## config.mk

```make
export PLATFORM = sky130hd
export DESIGN_NAME = chd_queue
export DESIGN_NICKNAME = d
export VERILOG_FILES = /design/src/hw/rtl/chd_pkg.sv /design/src/hw/rtl/chd_queue.sv
export SDC_FILE = /design/constraint.sdc
export NUM_CORES = 1
export LEC_CHECK = 0
export BUFFER_PORTS_ARGS = -buffer_cell sky130_fd_sc_hd__buf_2
export CELL_PAD_IN_SITES_DETAIL_PLACEMENT = 0
export CELL_PAD_IN_SITES_GLOBAL_PLACEMENT = 1
export CORE_UTILIZATION = 42
export DETAILED_ROUTE_END_ITERATION = 16
export GPL_TIMING_DRIVEN = 0
export PLACE_DENSITY = 0.66
export SYNTH_ARGS = -nofsm -noshare
export SYNTH_HDL_FRONTEND = slang
export SYNTH_SLANG_ARGS = --single-unit
export TNS_END_PERCENT = 50
```

## constraint.sdc

```tcl
create_clock -name clk -period 3.35 [get_ports clk]
set_input_delay 0.1675 -clock clk [delete_from_list [all_inputs] [get_ports clk]]
set_output_delay 0.1675 -clock clk [all_outputs]
set_load 0.02 [all_outputs]
```

## src/hw/rtl/chd_pkg.sv

```systemverilog
// chd_pkg: types and constants shared by the context Huffman decoder modules.
// No dependencies.
`timescale 1ns / 1ps
`default_nettype none
package chd_pkg;

  localparam logic [1:0] CMD_CHILD = 2'd0;
  localparam logic [1:0] CMD_ROOT  = 2'd1;
  localparam logic [1:0] CMD_DATA  = 2'd2;

  localparam logic [1:0] K_CHILD = 2'd0;
  localparam logic [1:0] K_ROOT  = 2'd1;
  localparam logic [1:0] K_DATA  = 2'd2;

  localparam int NODE_W      = 9;
  localparam int HDR_BYTES   = 4;
  localparam int QUEUE_DEPTH = 4;
  localparam int QPTR_W      = $clog2(QUEUE_DEPTH);

  typedef struct packed {
    logic [1:0]        kind;
    logic [7:0]        ctx;
    logic [7:0]        node_lo;
    logic              branch;
    logic [NODE_W-1:0] value;
    logic [7:0]        data;
    logic              fstart;
  } chd_entry_t;

endpackage
`default_nettype wire

```

## src/hw/rtl/chd_queue.sv

```systemverilog
// chd_queue: short entry queue between front and back.
// Depends on chd_pkg.
`timescale 1ns / 1ps
`default_nettype none
module chd_queue
  import chd_pkg::*;
(
  input  wire logic       clk,
  input  wire logic       rst,
  input  wire logic       push,
  input  wire chd_entry_t push_entry,
  output logic            full,
  output logic            q_valid,
  output chd_entry_t      q_entry,
  input  wire logic       pop
);

  chd_entry_t        slots [QUEUE_DEPTH];
  logic [QPTR_W-1:0] wr_ptr;
  logic [QPTR_W-1:0] rd_ptr;
  logic [QPTR_W:0]   fill;

  assign full    = (fill == (QPTR_W+1)'(QUEUE_DEPTH));
  assign q_valid = (fill != '0);
  assign q_entry = slots[rd_ptr];

  always_ff @(posedge clk) begin
    if (push) begin
      slots[wr_ptr] <= push_entry;
    end
  end

  always_ff @(posedge clk) begin
    if (rst) begin
      wr_ptr <= '0;
      rd_ptr <= '0;
      fill   <= '0;
    end else begin
      if (push) begin
        wr_ptr <= wr_ptr + 1'b1;
      end
      if (pop) begin
        rd_ptr <= rd_ptr + 1'b1;
      end
      if (push && !pop) begin
        fill <= fill + 1'b1;
      end else if (pop && !push) begin
        fill <= fill - 1'b1;
      end
    end
  end

endmodule
`default_nettype wire

```

# After elaboration in Yosys (flattened, before gate mapping)
# Memories as Yosys holds them, arrays and structs flattened. A register that Yosys moved wholly into a read port is not among the register bits.
# Index checks and enable logic that the tools add are counted.
# classes
n_eq_ne	1
add_sub_neg	4
shifts	0
n_div	0
multipliers	0
magnitude_cmp	0
n_bitwise	0
mux	6
n_reduce_logical	6
# op_table
operator	n
3-bit two-way mux	2
2-bit by 1-bit adder with 2-bit output (second input constant)	2
2-bit two-way mux	2
3-bit by 1-bit adder with 3-bit output (second input constant)	1
3-bit == test (second input constant)	1
3-bit nonzero test	1
3-bit by 1-bit subtractor with 3-bit output (second input constant)	1
1-bit logical AND	2
1-bit zero test	2
1-bit two-way mux	2
2-bit nonzero test	1
# totals
out_inout_bits	39
ram_bits	148
input_bits	41
rom_bits	0
n_memories	1
reg_bits	7
latchBits	0
# mem_list
memory	words	width	rd	rd_clocked_by_memory_dff	wr	line_no	text
slots	4	37	1	1	1	chd_queue.sv:18	chd_entry_t slots [QUEUE_DEPTH];

# Depth between registers and ports, before layout
# Gate-level depths: netlist of the first run.
# logic_depth
word_depth	4
mapped_depth	7
mapped_depth_nobuf	7

# Least setup slack after synthesis of the first run
# OpenSTA, ideal clock, no wires.
# synth_timing
path_type	register -> register
from	reg wr_ptr[0]
to	mem slots[2][0] (netlist bit), enable pin
path_buffers	0
arrival_time_ns	1.444
t_required_ns	2.952
setup_slack_ns	1.509
setup_ns	0.398
path_stages_with_launch	4
synth_period_minus_slack_ns	1.841
cell_sequence	dfxtp_1 > inv_1 > ha_1 > and2_1
# synth_rtl
item	line_no	text
from (decl)	chd_queue.sv:19	logic [QPTR_W-1:0] wr_ptr;
from (signal assigned)	chd_queue.sv:40	wr_ptr <= wr_ptr + 1'b1;
to (decl)	chd_queue.sv:18	
# No word-level cell before the write port.

==> results.sh, run 1 <==
export IMPL_run_status="finished, final reports clean"
export IMPL_max_slew_worst_pin_slew_ps=570.1
export IMPL_powerDensity_nw_per_um2=621.7
export IMPL_postRouteAntennaNets=0
export IMPL_groute_layer_met3_usage_pct=5.608
export IMPL_critical_path_max_fanout=10
export IMPL_cts_post_setup_buffers_inserted=0
export IMPL_slew_viol_final=0
export IMPL_netlist_area_um2=5826
export IMPL_fmax_ghz=0.4941
export IMPL_global_route_overflow_total=0
export IMPL_cp_start_kind="flip-flop"
export IMPL_gpl_final_weighted_congestion=0.6595
export IMPL_grt_pass1_wl_um=15330
export IMPL_postRouteWirelength_um=9840
export IMPL_drive_above_1_share_pct=37.73
export IMPL_clkSinkCount=157
export IMPL_floorplan_die_area_um2=14340
export IMPL_sw_frac_of_total_pct=21.46
export IMPL_track_usage_pct=15.25
export IMPL_largest_net_degree_at_the_start_of_global_routing=22
export IMPL_setup_total_negative_slack_ps=0
export IMPL_power_clock_fraction_pct=39.4
export IMPL_power_switching_uw=996.5
export IMPL_req_time_crit_path_ps=3180
export IMPL_clock_tree_root="sky130_fd_sc_hd__clkbuf_16"
export IMPL_ir_worst_vdd_mv=0.4659
export IMPL_tritoncts="done"
export IMPL_synth_main_ff_cell="sky130_fd_sc_hd__edfxtp_1"
export IMPL_pwr_share_comb_pct=11.6
export IMPL_final_cycle_share_pct=60.42
export IMPL_place_port_buffers=78
export IMPL_globalRouteMet2Util_pct=25.65
export IMPL_final_nets=422
export IMPL_cts_buffers_inserted=17
export IMPL_worst_hold_path_type="input port to flip-flop"
export IMPL_placedInstanceArea_um2=6536
export IMPL_groute_layer_met1_usage_pct=17.56
export IMPL_via_count=2724
export IMPL_synth_edf_count=148
export IMPL_setup_repair_after_global_routing_missed_its_margin="false"
export IMPL_hold_slack_ps=67.85
export IMPL_postLayoutCellArea_um2=7468
export IMPL_gr_busiest_metal="met2"
export IMPL_path_clk_slew_ps=60
export IMPL_worst_path_setup_slack_after_routing_ps=1326
export IMPL_post_route_drc_count=0
export IMPL_antenna_found_initial=0
export IMPL_coreArea_um2=13400
export IMPL_yosys_register_bits=157
export IMPL_netlist_area_leader_share_pct=76.29
export IMPL_cp_arrival_ps=1860
export IMPL_timing_hold_violations_final=0
export IMPL_clock_skew_final_ps=3.220
export IMPL_floorplan_initialDensity_pct=43.47
export IMPL_critPathCaptureType="primary output"
export IMPL_clk_insertion_delay_late_ps=420
export IMPL_die_extent_in_y_um=119.8
export IMPL_worstHoldPathCells=3
export IMPL_dpl_worst_slack_ps=1662
export IMPL_post_synth_inst_count=237
export IMPL_seq_area_frac_synth_pct=79.38
export IMPL_power_frac_seq_pct=49.1
export IMPL_place_hpwl_um=5938
export IMPL_avgViaCountPerCell=4.838
export IMPL_period_needed_ps=2024
export IMPL_rr_worst_depth=4
export IMPL_initialDrtViolationCount=239
export IMPL_yosysWarningCount=0
export IMPL_die_width_um=119.8
export IMPL_slew_headroom_pct=62.00
export IMPL_power_report_internal_total_uw=3647
export IMPL_critical_path_class="flip-flop to primary output"
export IMPL_synth_area_per_cell_um2=24.58
export IMPL_synth_most_common_cell="sky130_fd_sc_hd__edfxtp_1"
export IMPL_io_pin_count=80
export IMPL_placementRows=42
export IMPL_yosys_top_cells_count="148 x sky130_fd_sc_hd__edfxtp_1, 30 x sky130_fd_sc_hd__mux4_2, 9 x sky130_fd_sc_hd__dfxtp_1, 7 x sky130_fd_sc_hd__mux4_1, 7 x sky130_fd_sc_hd__nor2_1"
export IMPL_total_leakage_power_uw=0.002614
export IMPL_detailedRoute_firstPassIterationCount=6
export IMPL_async_reset_ff_share_pct=0
export IMPL_area_growth_pct=28.20
export IMPL_htree_num_levels=4
export IMPL_synth_top_cells_by_area="sky130_fd_sc_hd__edfxtp_1 76%, sky130_fd_sc_hd__mux4_2 12%, sky130_fd_sc_hd__mux4_1 3.2%"
export IMPL_net_count_after_synthesis=284
export IMPL_post_drt_wl_per_cell_um=17.48
export IMPL_post_synth_top_area_cell="sky130_fd_sc_hd__edfxtp_1"
export IMPL_antenna_cells=0
export IMPL_clockBufferDepth=2
export IMPL_yosysUniqueCellTypes=22
export IMPL_drv_cap=0
export IMPL_finalSetupViolCount=0
export IMPL_first_global_vias=2929
[layer usage]
metal,routed length (um),part of all wire [%]
met1,4143,42
met2,5143,52
met3,401,4.1
met4,153,1.6
met5,0,0
[area by class of cell]
cell class	instances	area, um2
inverter	4	15.01
fill	1069	5932
clock inverter	11	125.1
tap	176	220.2
multi-input combinational	67	1096
sequential	157	4624
timing repair buffer	119	855.8
buffer	9	95.09
clock buffer	20	436.7
[timing repair]
action                                 CTS  global route
gates resized for setup                  0             0
hold buffers                            37             0
endpoints found under the hold margin  148             0
[power by group through the flow]
stage | clock, uW | combinational, uW | sequential (uW)
2_1_floorplan | 0 | 331 | 2310
3_3_place_gp | 0 | 489 | 2320
3_5_place_dp | 0 | 515 | 2320
4_1_cts | 1870 | 551 | 2280
5_1_grt | 1950 | 581 | 2290
6_report | 1830 | 536 | 2280
[worst paths after layout]
check | slack, ps | endpoint | startpoint
worst max register to register | 1710 | slots[0][30] | wr_ptr[0]
worst min-delay path | 70 | rd_ptr[0] | pop
worst max-delay path | 1330 | q_entry[11] | flip-flop
worst min register to register | 500 | fill[2] | fill[2]
[worst max-delay path, cell delays in order, from the launching register on]
cell	delay [ps]
sky130_fd_sc_hd__dfxtp_1	300
sky130_fd_sc_hd__clkbuf_2	240
sky130_fd_sc_hd__buf_2	330
sky130_fd_sc_hd__mux4_2	370
sky130_fd_sc_hd__buf_2	180
[cell families after synthesis]
logic type,share of synthesized area (%)
flops,79.38
mux,15.10
simple gates,1.289
buf+inv,1.890
fa+ha+maj,1.418
xor+xnor,0.7519
compound gates,0.1717
[state kept, by name (all words and copies together) (netlist names), named ones only]
register and cells:
slots 148, fill 3, rd_ptr 2, wr_ptr 2
[placed cells by master, fill, tap and decap left out, types with 3 or more instances in the layout]
cell and instances:
sky130_fd_sc_hd__edfxtp_1 148, sky130_fd_sc_hd__buf_2 81, sky130_fd_sc_hd__dlygate4sd3_1 37, sky130_fd_sc_hd__mux4_2 30, sky130_fd_sc_hd__clkbuf_16 17, sky130_fd_sc_hd__dfxtp_1 9, sky130_fd_sc_hd__mux4_1 7, sky130_fd_sc_hd__nor2_1 7
sky130_fd_sc_hd__clkinv_1 6, sky130_fd_sc_hd__buf_12 5, sky130_fd_sc_hd__ha_1 5, sky130_fd_sc_hd__inv_1 4, sky130_fd_sc_hd__and2_2 4, sky130_fd_sc_hd__clkbuf_1 4, sky130_fd_sc_hd__xor2_1 3, sky130_fd_sc_hd__bufinv_16 3
[stage by stage]
step | total power, uW | util [%] | cells
floorplan | 2645 | - | 237
global placement | 2809 | 48.03 | 491
detailed placement | 2835 | 48.78 | 495
CTS | 4703 | 55.73 | 563
global route | 4815 | 55.73 | 563
finish | 4643 | 55.73 | 563
Note: power is estimated with default switching activity, not from simulation.
==> run 2, diff against run 1 <==
- PLACE_DENSITY: 0.66 -> 0.69
- clock period: 3.35 -> 1.8 ns (I/O delays scaled with it)
==> run 2 against run 1 <==
The flow now finishes with violations (negative setup slack). Clock skew rose by 11 ps. Clock power rose by 100%. Worst hold slack got worse by 51 ps. First-iteration DRC count fell by 31%. Sequential share of layout area fell by 1.8 points. Design area rose by 3.0%. Via count rose by 2.0%. Routed wire length fell by 1.6%. Clock-buffer cell count rose by 7. Total power rose by 94%. Die area did not move. Critical path type unchanged.
==> results.sh, run 2 (synthesis results as in run 1) <==
export IMPL_req_time_crit_path_ps=1710
export IMPL_antenna_cells=0
export IMPL_die_width_um=119.8
export IMPL_regs_by_ff_count="slots x148, fill x3"
export IMPL_coreArea_um2=13400
export IMPL_slew_viol_final=0
export IMPL_area_growth_pct=32.02
export IMPL_htree_num_levels=4
export IMPL_slew_headroom_pct=60.28
export IMPL_most_common_layout_cells="148 x sky130_fd_sc_hd__edfxtp_1, 66 x sky130_fd_sc_hd__buf_2, 40 x sky130_fd_sc_hd__dlygate4sd3_1"
export IMPL_post_route_drc_count=0
export IMPL_largest_register_ff_count=148
export IMPL_critical_path_class="flip-flop to primary output"
export IMPL_post_drt_wl_per_cell_um=16.99
export IMPL_powerDensity_nw_per_um2=1170
export IMPL_hold_slack_ps=16.55
export IMPL_initialDrtViolationCount=164
export IMPL_first_global_vias=2870
export IMPL_critPathCaptureType="primary output"
export IMPL_largest_net_degree_at_the_start_of_global_routing=38
export IMPL_power_report_internal_total_uw=7053
export IMPL_final_cycle_share_pct=104.3
export IMPL_postRouteAntennaNets=0
export IMPL_track_usage_pct=14.86
export IMPL_global_route_overflow_total=0
export IMPL_postRouteWirelength_um=9686
export IMPL_drive_above_1_share_pct=40.61
export IMPL_cts_buffers_inserted=17
export IMPL_critical_path_max_fanout=7
export IMPL_antenna_found_initial=0
export IMPL_place_hpwl_um=5568
export IMPL_timing_hold_violations_final=0
export IMPL_avgViaCountPerCell=4.874
export IMPL_drv_cap=0
export IMPL_mostFrequentLayoutCell="sky130_fd_sc_hd__edfxtp_1"
export IMPL_clkSinkCount=157
export IMPL_totalPowerFinal_uw=8995
export IMPL_grt_pass1_wl_um=15020
export IMPL_clock_tree_root="sky130_fd_sc_hd__clkbuf_16"
export IMPL_power_switching_uw=1943
export IMPL_gpl_final_weighted_congestion=0.6488
export IMPL_setup_repair_after_global_routing_missed_its_margin="true"
export IMPL_tritoncts="done"
export IMPL_clock_skew_final_ps=13.90
export IMPL_power_frac_seq_pct=47.1
export IMPL_dp_cells=493
export IMPL_sw_frac_of_total_pct=21.60
export IMPL_ir_worst_vdd_mv=0.5674
export IMPL_cp_arrival_ps=1790
export IMPL_path_clk_slew_ps=60
export IMPL_detailedRoute_firstPassIterationCount=4
export IMPL_floorplan_initialDensity_pct=43.47
export IMPL_pwr_share_comb_pct=12.1
export IMPL_final_nets=428
export IMPL_max_slew_worst_pin_slew_ps=595.8
export IMPL_die_extent_in_y_um=119.8
export IMPL_via_count=2778
export IMPL_worst_path_setup_slack_after_routing_ps=-77.47
export IMPL_fmax_ghz=0.5326
export IMPL_crit_reg2reg_launch="wr_ptr[0]"
export IMPL_regMostFlops="slots"
export IMPL_io_pin_count=80
export IMPL_place_port_buffers=78
export IMPL_power_clock_fraction_pct=40.7
export IMPL_finalSetupViolCount=30
export IMPL_worst_hold_startpoint="push"
export IMPL_cp_start_kind="flip-flop"
export IMPL_placementRows=42
export IMPL_layoutNonFillerInstCount=570
export IMPL_floorplan_die_area_um2=14340
export IMPL_period_needed_ps=1877
export IMPL_run_status="complete, but fails checks"
export IMPL_clockBufferDepth=2
export IMPL_total_leakage_power_uw=0.002721
export IMPL_failed_checks="negative setup slack"
export IMPL_clk_insertion_delay_late_ps=430
export IMPL_worst_hold_path_type="input port to flip-flop"
run 2: power by group through the flow:
stage | combinational, uW | sequential, uW | clock, uW
2_1_floorplan | 618 | 4300 | 0
3_3_place_gp | 912 | 4310 | 0
3_5_place_dp | 933 | 4320 | 0
4_1_cts | 1090 | 4240 | 3740
5_1_grt | 1170 | 4250 | 3870
6_report | 1090 | 4240 | 3660
run 2: cell type report:
cell class | instances | area, um2
clock inverter | 5 | 31.28
timing repair buffer | 125 | 980.9
buffer | 9 | 113.9
fill | 1009 | 5709
tap | 176 | 220.2
multi-input combinational | 67 | 1095
sequential | 157 | 4626
inverter | 4 | 15.01
clock buffer | 27 | 609.3
run 2: worst paths after layout:
path	to	slack (ps)	cells after the start
setup / recovery	q_entry[26]	-80	5
hold / removal	wr_ptr[1]	20	3
setup reg to reg	slots[3][22]	280	3
hold reg to reg	fill[2]	510	2
run 2: routing by layer:
layer	up-vias	wire length (um)	GRT usage, %
li1	1280	-	-
met1	1408	4239	18.18
met2	75	4781	23.59
met3	15	467	4.990
met4	0	197	7.500
met5	-	0	0
run 2: stage by stage:
step	worst slack [ps]	util (%)	TNS, ps	area, um2
after floorplan	-22.41	-	-1658	5828
after global placement	-752.7	48.05	-57920	6439
after detailed placement	-59.12	48.37	-3646	6481
after CTS	-116.3	57.30	-2543	7679
after global routing	-143.6	57.39	-3220	7691
final	-77.47	57.39	-1139	7691
run 2: repair_timing:
action	CTS	global route
gates resized for setup	20	15
endpoints found under the setup margin	109	37
gates cloned	1	0
hold buffers	40	0
setup buffers	5	0
hold endpoints to repair	154	0
run 2: worst max-delay path: stages (launching register included):
cell	delay, ps
sky130_fd_sc_hd__dfxtp_2	340
sky130_fd_sc_hd__buf_12	140
sky130_fd_sc_hd__buf_12	110
sky130_fd_sc_hd__buf_12	110
sky130_fd_sc_hd__mux4_2	510
sky130_fd_sc_hd__buf_6	150
==> run 3, diff against run 2 <==
- CORE_UTILIZATION: 42 -> 45
- PLACE_DENSITY: 0.69 -> 0.73
==> run 3 against run 2 <==
The flow still finishes with violations (negative setup slack). Combinational power is 4% higher. Global-route usage rose by 1.4 points. Design area shrank 0.34%. Sequential power about the same. Register-to-register slack got worse by 120 ps. Sequential share of layout area increased by 0.24 points. Die area decreased by 6.6%. Non-clock buffer count unchanged. Largest power group unchanged. Clock power fell by 6.8%.
==> results.sh, run 3 (synthesis results as in run 1) <==
export IMPL_avgViaCountPerCell=4.975
export IMPL_final_nets=428
export IMPL_dpl_worst_slack_ps=-55.42
export IMPL_critPathCaptureType="primary output"
export IMPL_regMostFlops="slots"
export IMPL_die_width_um=115.8
export IMPL_ir_worst_vdd_mv=0.8488
export IMPL_cts_buffers_inserted=17
export IMPL_period_needed_ps=1861
export IMPL_final_cycle_share_pct=103.4
export IMPL_sw_frac_of_total_pct=21.49
export IMPL_area_growth_pct=31.57
export IMPL_timing_hold_violations_final=0
export IMPL_global_route_overflow_total=0
export IMPL_rr_worst_depth=3
export IMPL_largest_net_degree_at_the_start_of_global_routing=38
export IMPL_powerDensity_nw_per_um2=1147
export IMPL_setup_total_negative_slack_ps=-1065
export IMPL_antenna_found_initial=0
export IMPL_req_time_crit_path_ps=1710
export IMPL_antenna_cells=0
export IMPL_hold_slack_ps=12.35
export IMPL_power_report_internal_total_uw=6901
export IMPL_critical_path_max_fanout=7
export IMPL_finalSetupViolCount=32
export IMPL_path_clk_slew_ps=50
export IMPL_placementRows=41
export IMPL_coreArea_um2=12620
export IMPL_cp_arrival_ps=1770
export IMPL_tritoncts="done"
export IMPL_drive_above_1_share_pct=39.69
export IMPL_gpl_final_weighted_congestion=0.6685
export IMPL_clk_insertion_delay_late_ps=410
export IMPL_slew_viol_final=0
export IMPL_place_port_buffers=78
export IMPL_detailedRoute_firstPassIterationCount=4
export IMPL_via_count=2811
export IMPL_clock_skew_final_ps=5.780
export IMPL_total_leakage_power_uw=0.002699
export IMPL_critical_path_cell_chain="buf_12 -> buf_12 -> mux4_2 -> buf_2"
export IMPL_worst_r2r_endpoint="slots[3][2]"
export IMPL_post_route_drc_count=0
export IMPL_die_extent_in_y_um=115.8
export IMPL_floorplan_die_area_um2=13410
export IMPL_place_hpwl_um=5698
export IMPL_first_global_vias=2953
export IMPL_postRouteAntennaNets=0
export IMPL_worst_path_setup_slack_after_routing_ps=-61.16
export IMPL_slew_headroom_pct=60.62
export IMPL_drv_cap=0
export IMPL_rrSetupSlack_ps=160
export IMPL_power_switching_uw=1889
export IMPL_regs_by_ff_count="slots x148, fill x3"
export IMPL_mostFrequentLayoutCell="sky130_fd_sc_hd__edfxtp_1"
export IMPL_floorplan_initialDensity_pct=46.16
export IMPL_clkSinkCount=157
export IMPL_largest_register_ff_count=148
export IMPL_cp_start_kind="flip-flop"
export IMPL_htree_num_levels=4
export IMPL_totalPowerFinal_uw=8790
export IMPL_worst_hold_path_type="input port to flip-flop"
export IMPL_critPathMaxStageDelay_ps=520
export IMPL_power_frac_seq_pct=48.3
export IMPL_most_common_layout_cells="148 x sky130_fd_sc_hd__edfxtp_1, 61 x sky130_fd_sc_hd__buf_2, 38 x sky130_fd_sc_hd__dlygate4sd3_1"
export IMPL_critical_path_slowest_cell="sky130_fd_sc_hd__mux4_2"
export IMPL_track_usage_pct=16.29
export IMPL_post_drt_wl_per_cell_um=18.14
export IMPL_cpMostUsedCell="sky130_fd_sc_hd__buf_12"
export IMPL_postRouteWirelength_um=10250
export IMPL_worst_setup_path_endpoint="q_entry[4]"
export IMPL_power_clock_fraction_pct=38.8
export IMPL_setup_repair_after_global_routing_missed_its_margin="true"
export IMPL_final_util_pct=60.74
export IMPL_clockBufferDepth=2
export IMPL_failed_checks="negative setup slack"
export IMPL_grt_pass1_wl_um=15230
export IMPL_max_slew_worst_pin_slew_ps=590.6
export IMPL_critical_path_class="flip-flop to primary output"
export IMPL_run_status="complete, but fails checks"
export IMPL_fmax_ghz=0.5373
export IMPL_clock_tree_root="sky130_fd_sc_hd__clkbuf_16"
export IMPL_io_pin_count=80
export IMPL_initialDrtViolationCount=176
export IMPL_crit_reg2reg_launch="wr_ptr[0]"
export IMPL_pwr_share_comb_pct=12.9
[run 3: worst min path at each step]
stage | start | endpoint | slack (ps) | cells past startpoint
floorplan | push_entry[0] | slots[0][0] | 190 | 0
global placement | push_entry[33] | slots[1][33] | 300 | 1
detailed placement | push_entry[29] | slots[2][29] | 310 | 1
CTS | rst | flip-flop | 3 | 2
global route | rst | flip-flop | 40 | 2
finish | rst | fill[1] | 10 | 2
[run 3: critical path, delay by kind of cell (launching register included)]
| family | cells | cell delay (ps) |
|---|---|---|
| muxes | 1 | 520 |
| DFF | 1 | 380 |
| buffers and inverters | 3 | 460 |
[run 3: cell type report]
cell class	instances	area [um2]
clock buffer	20	436.7
buffer	9	113.9
fill	924	4955
clock inverter	11	125.1
multi-input combinational	67	1091
sequential	157	4628
tap	172	215.2
inverter	4	15.01
timing repair buffer	125	1040
[run 3: what timing repair did]
action,CTS,global route
setup endpoints to repair,107,33
buffers inserted,3,0
resized for setup,9,37
gates cloned,0,4
hold buffers,38,0
endpoints found under the hold margin,150,0
[run 3: stage by stage]
| step | cells | instance area (um2) |
|---|---|---|
| floorplan | 237 | 5828 |
| global placement | 487 | 6434 |
| detailed placement | 489 | 6476 |
| CTS | 561 | 7463 |
| global route | 565 | 7665 |
| finish | 565 | 7665 |
[run 3: power by group through the flow]
stage | registers, uW | clock network [uW] | logic (uW)
3_5_place_dp | 4320 | 0 | 932
4_1_cts | 4240 | 3500 | 1020
3_3_place_gp | 4310 | 0 | 909
6_report | 4240 | 3410 | 1130
2_1_floorplan | 4300 | 0 | 618
5_1_grt | 4260 | 3660 | 1220
[run 3: layer usage]
metal  GRT usage [%]  routed length [um]  up-vias
met5               0                   0        -
met2           26.03                5056       62
met1           20.39                4628     1449
met3           6.067                 449       13
met4           6.154                 116        0
li1                -                   -     1287
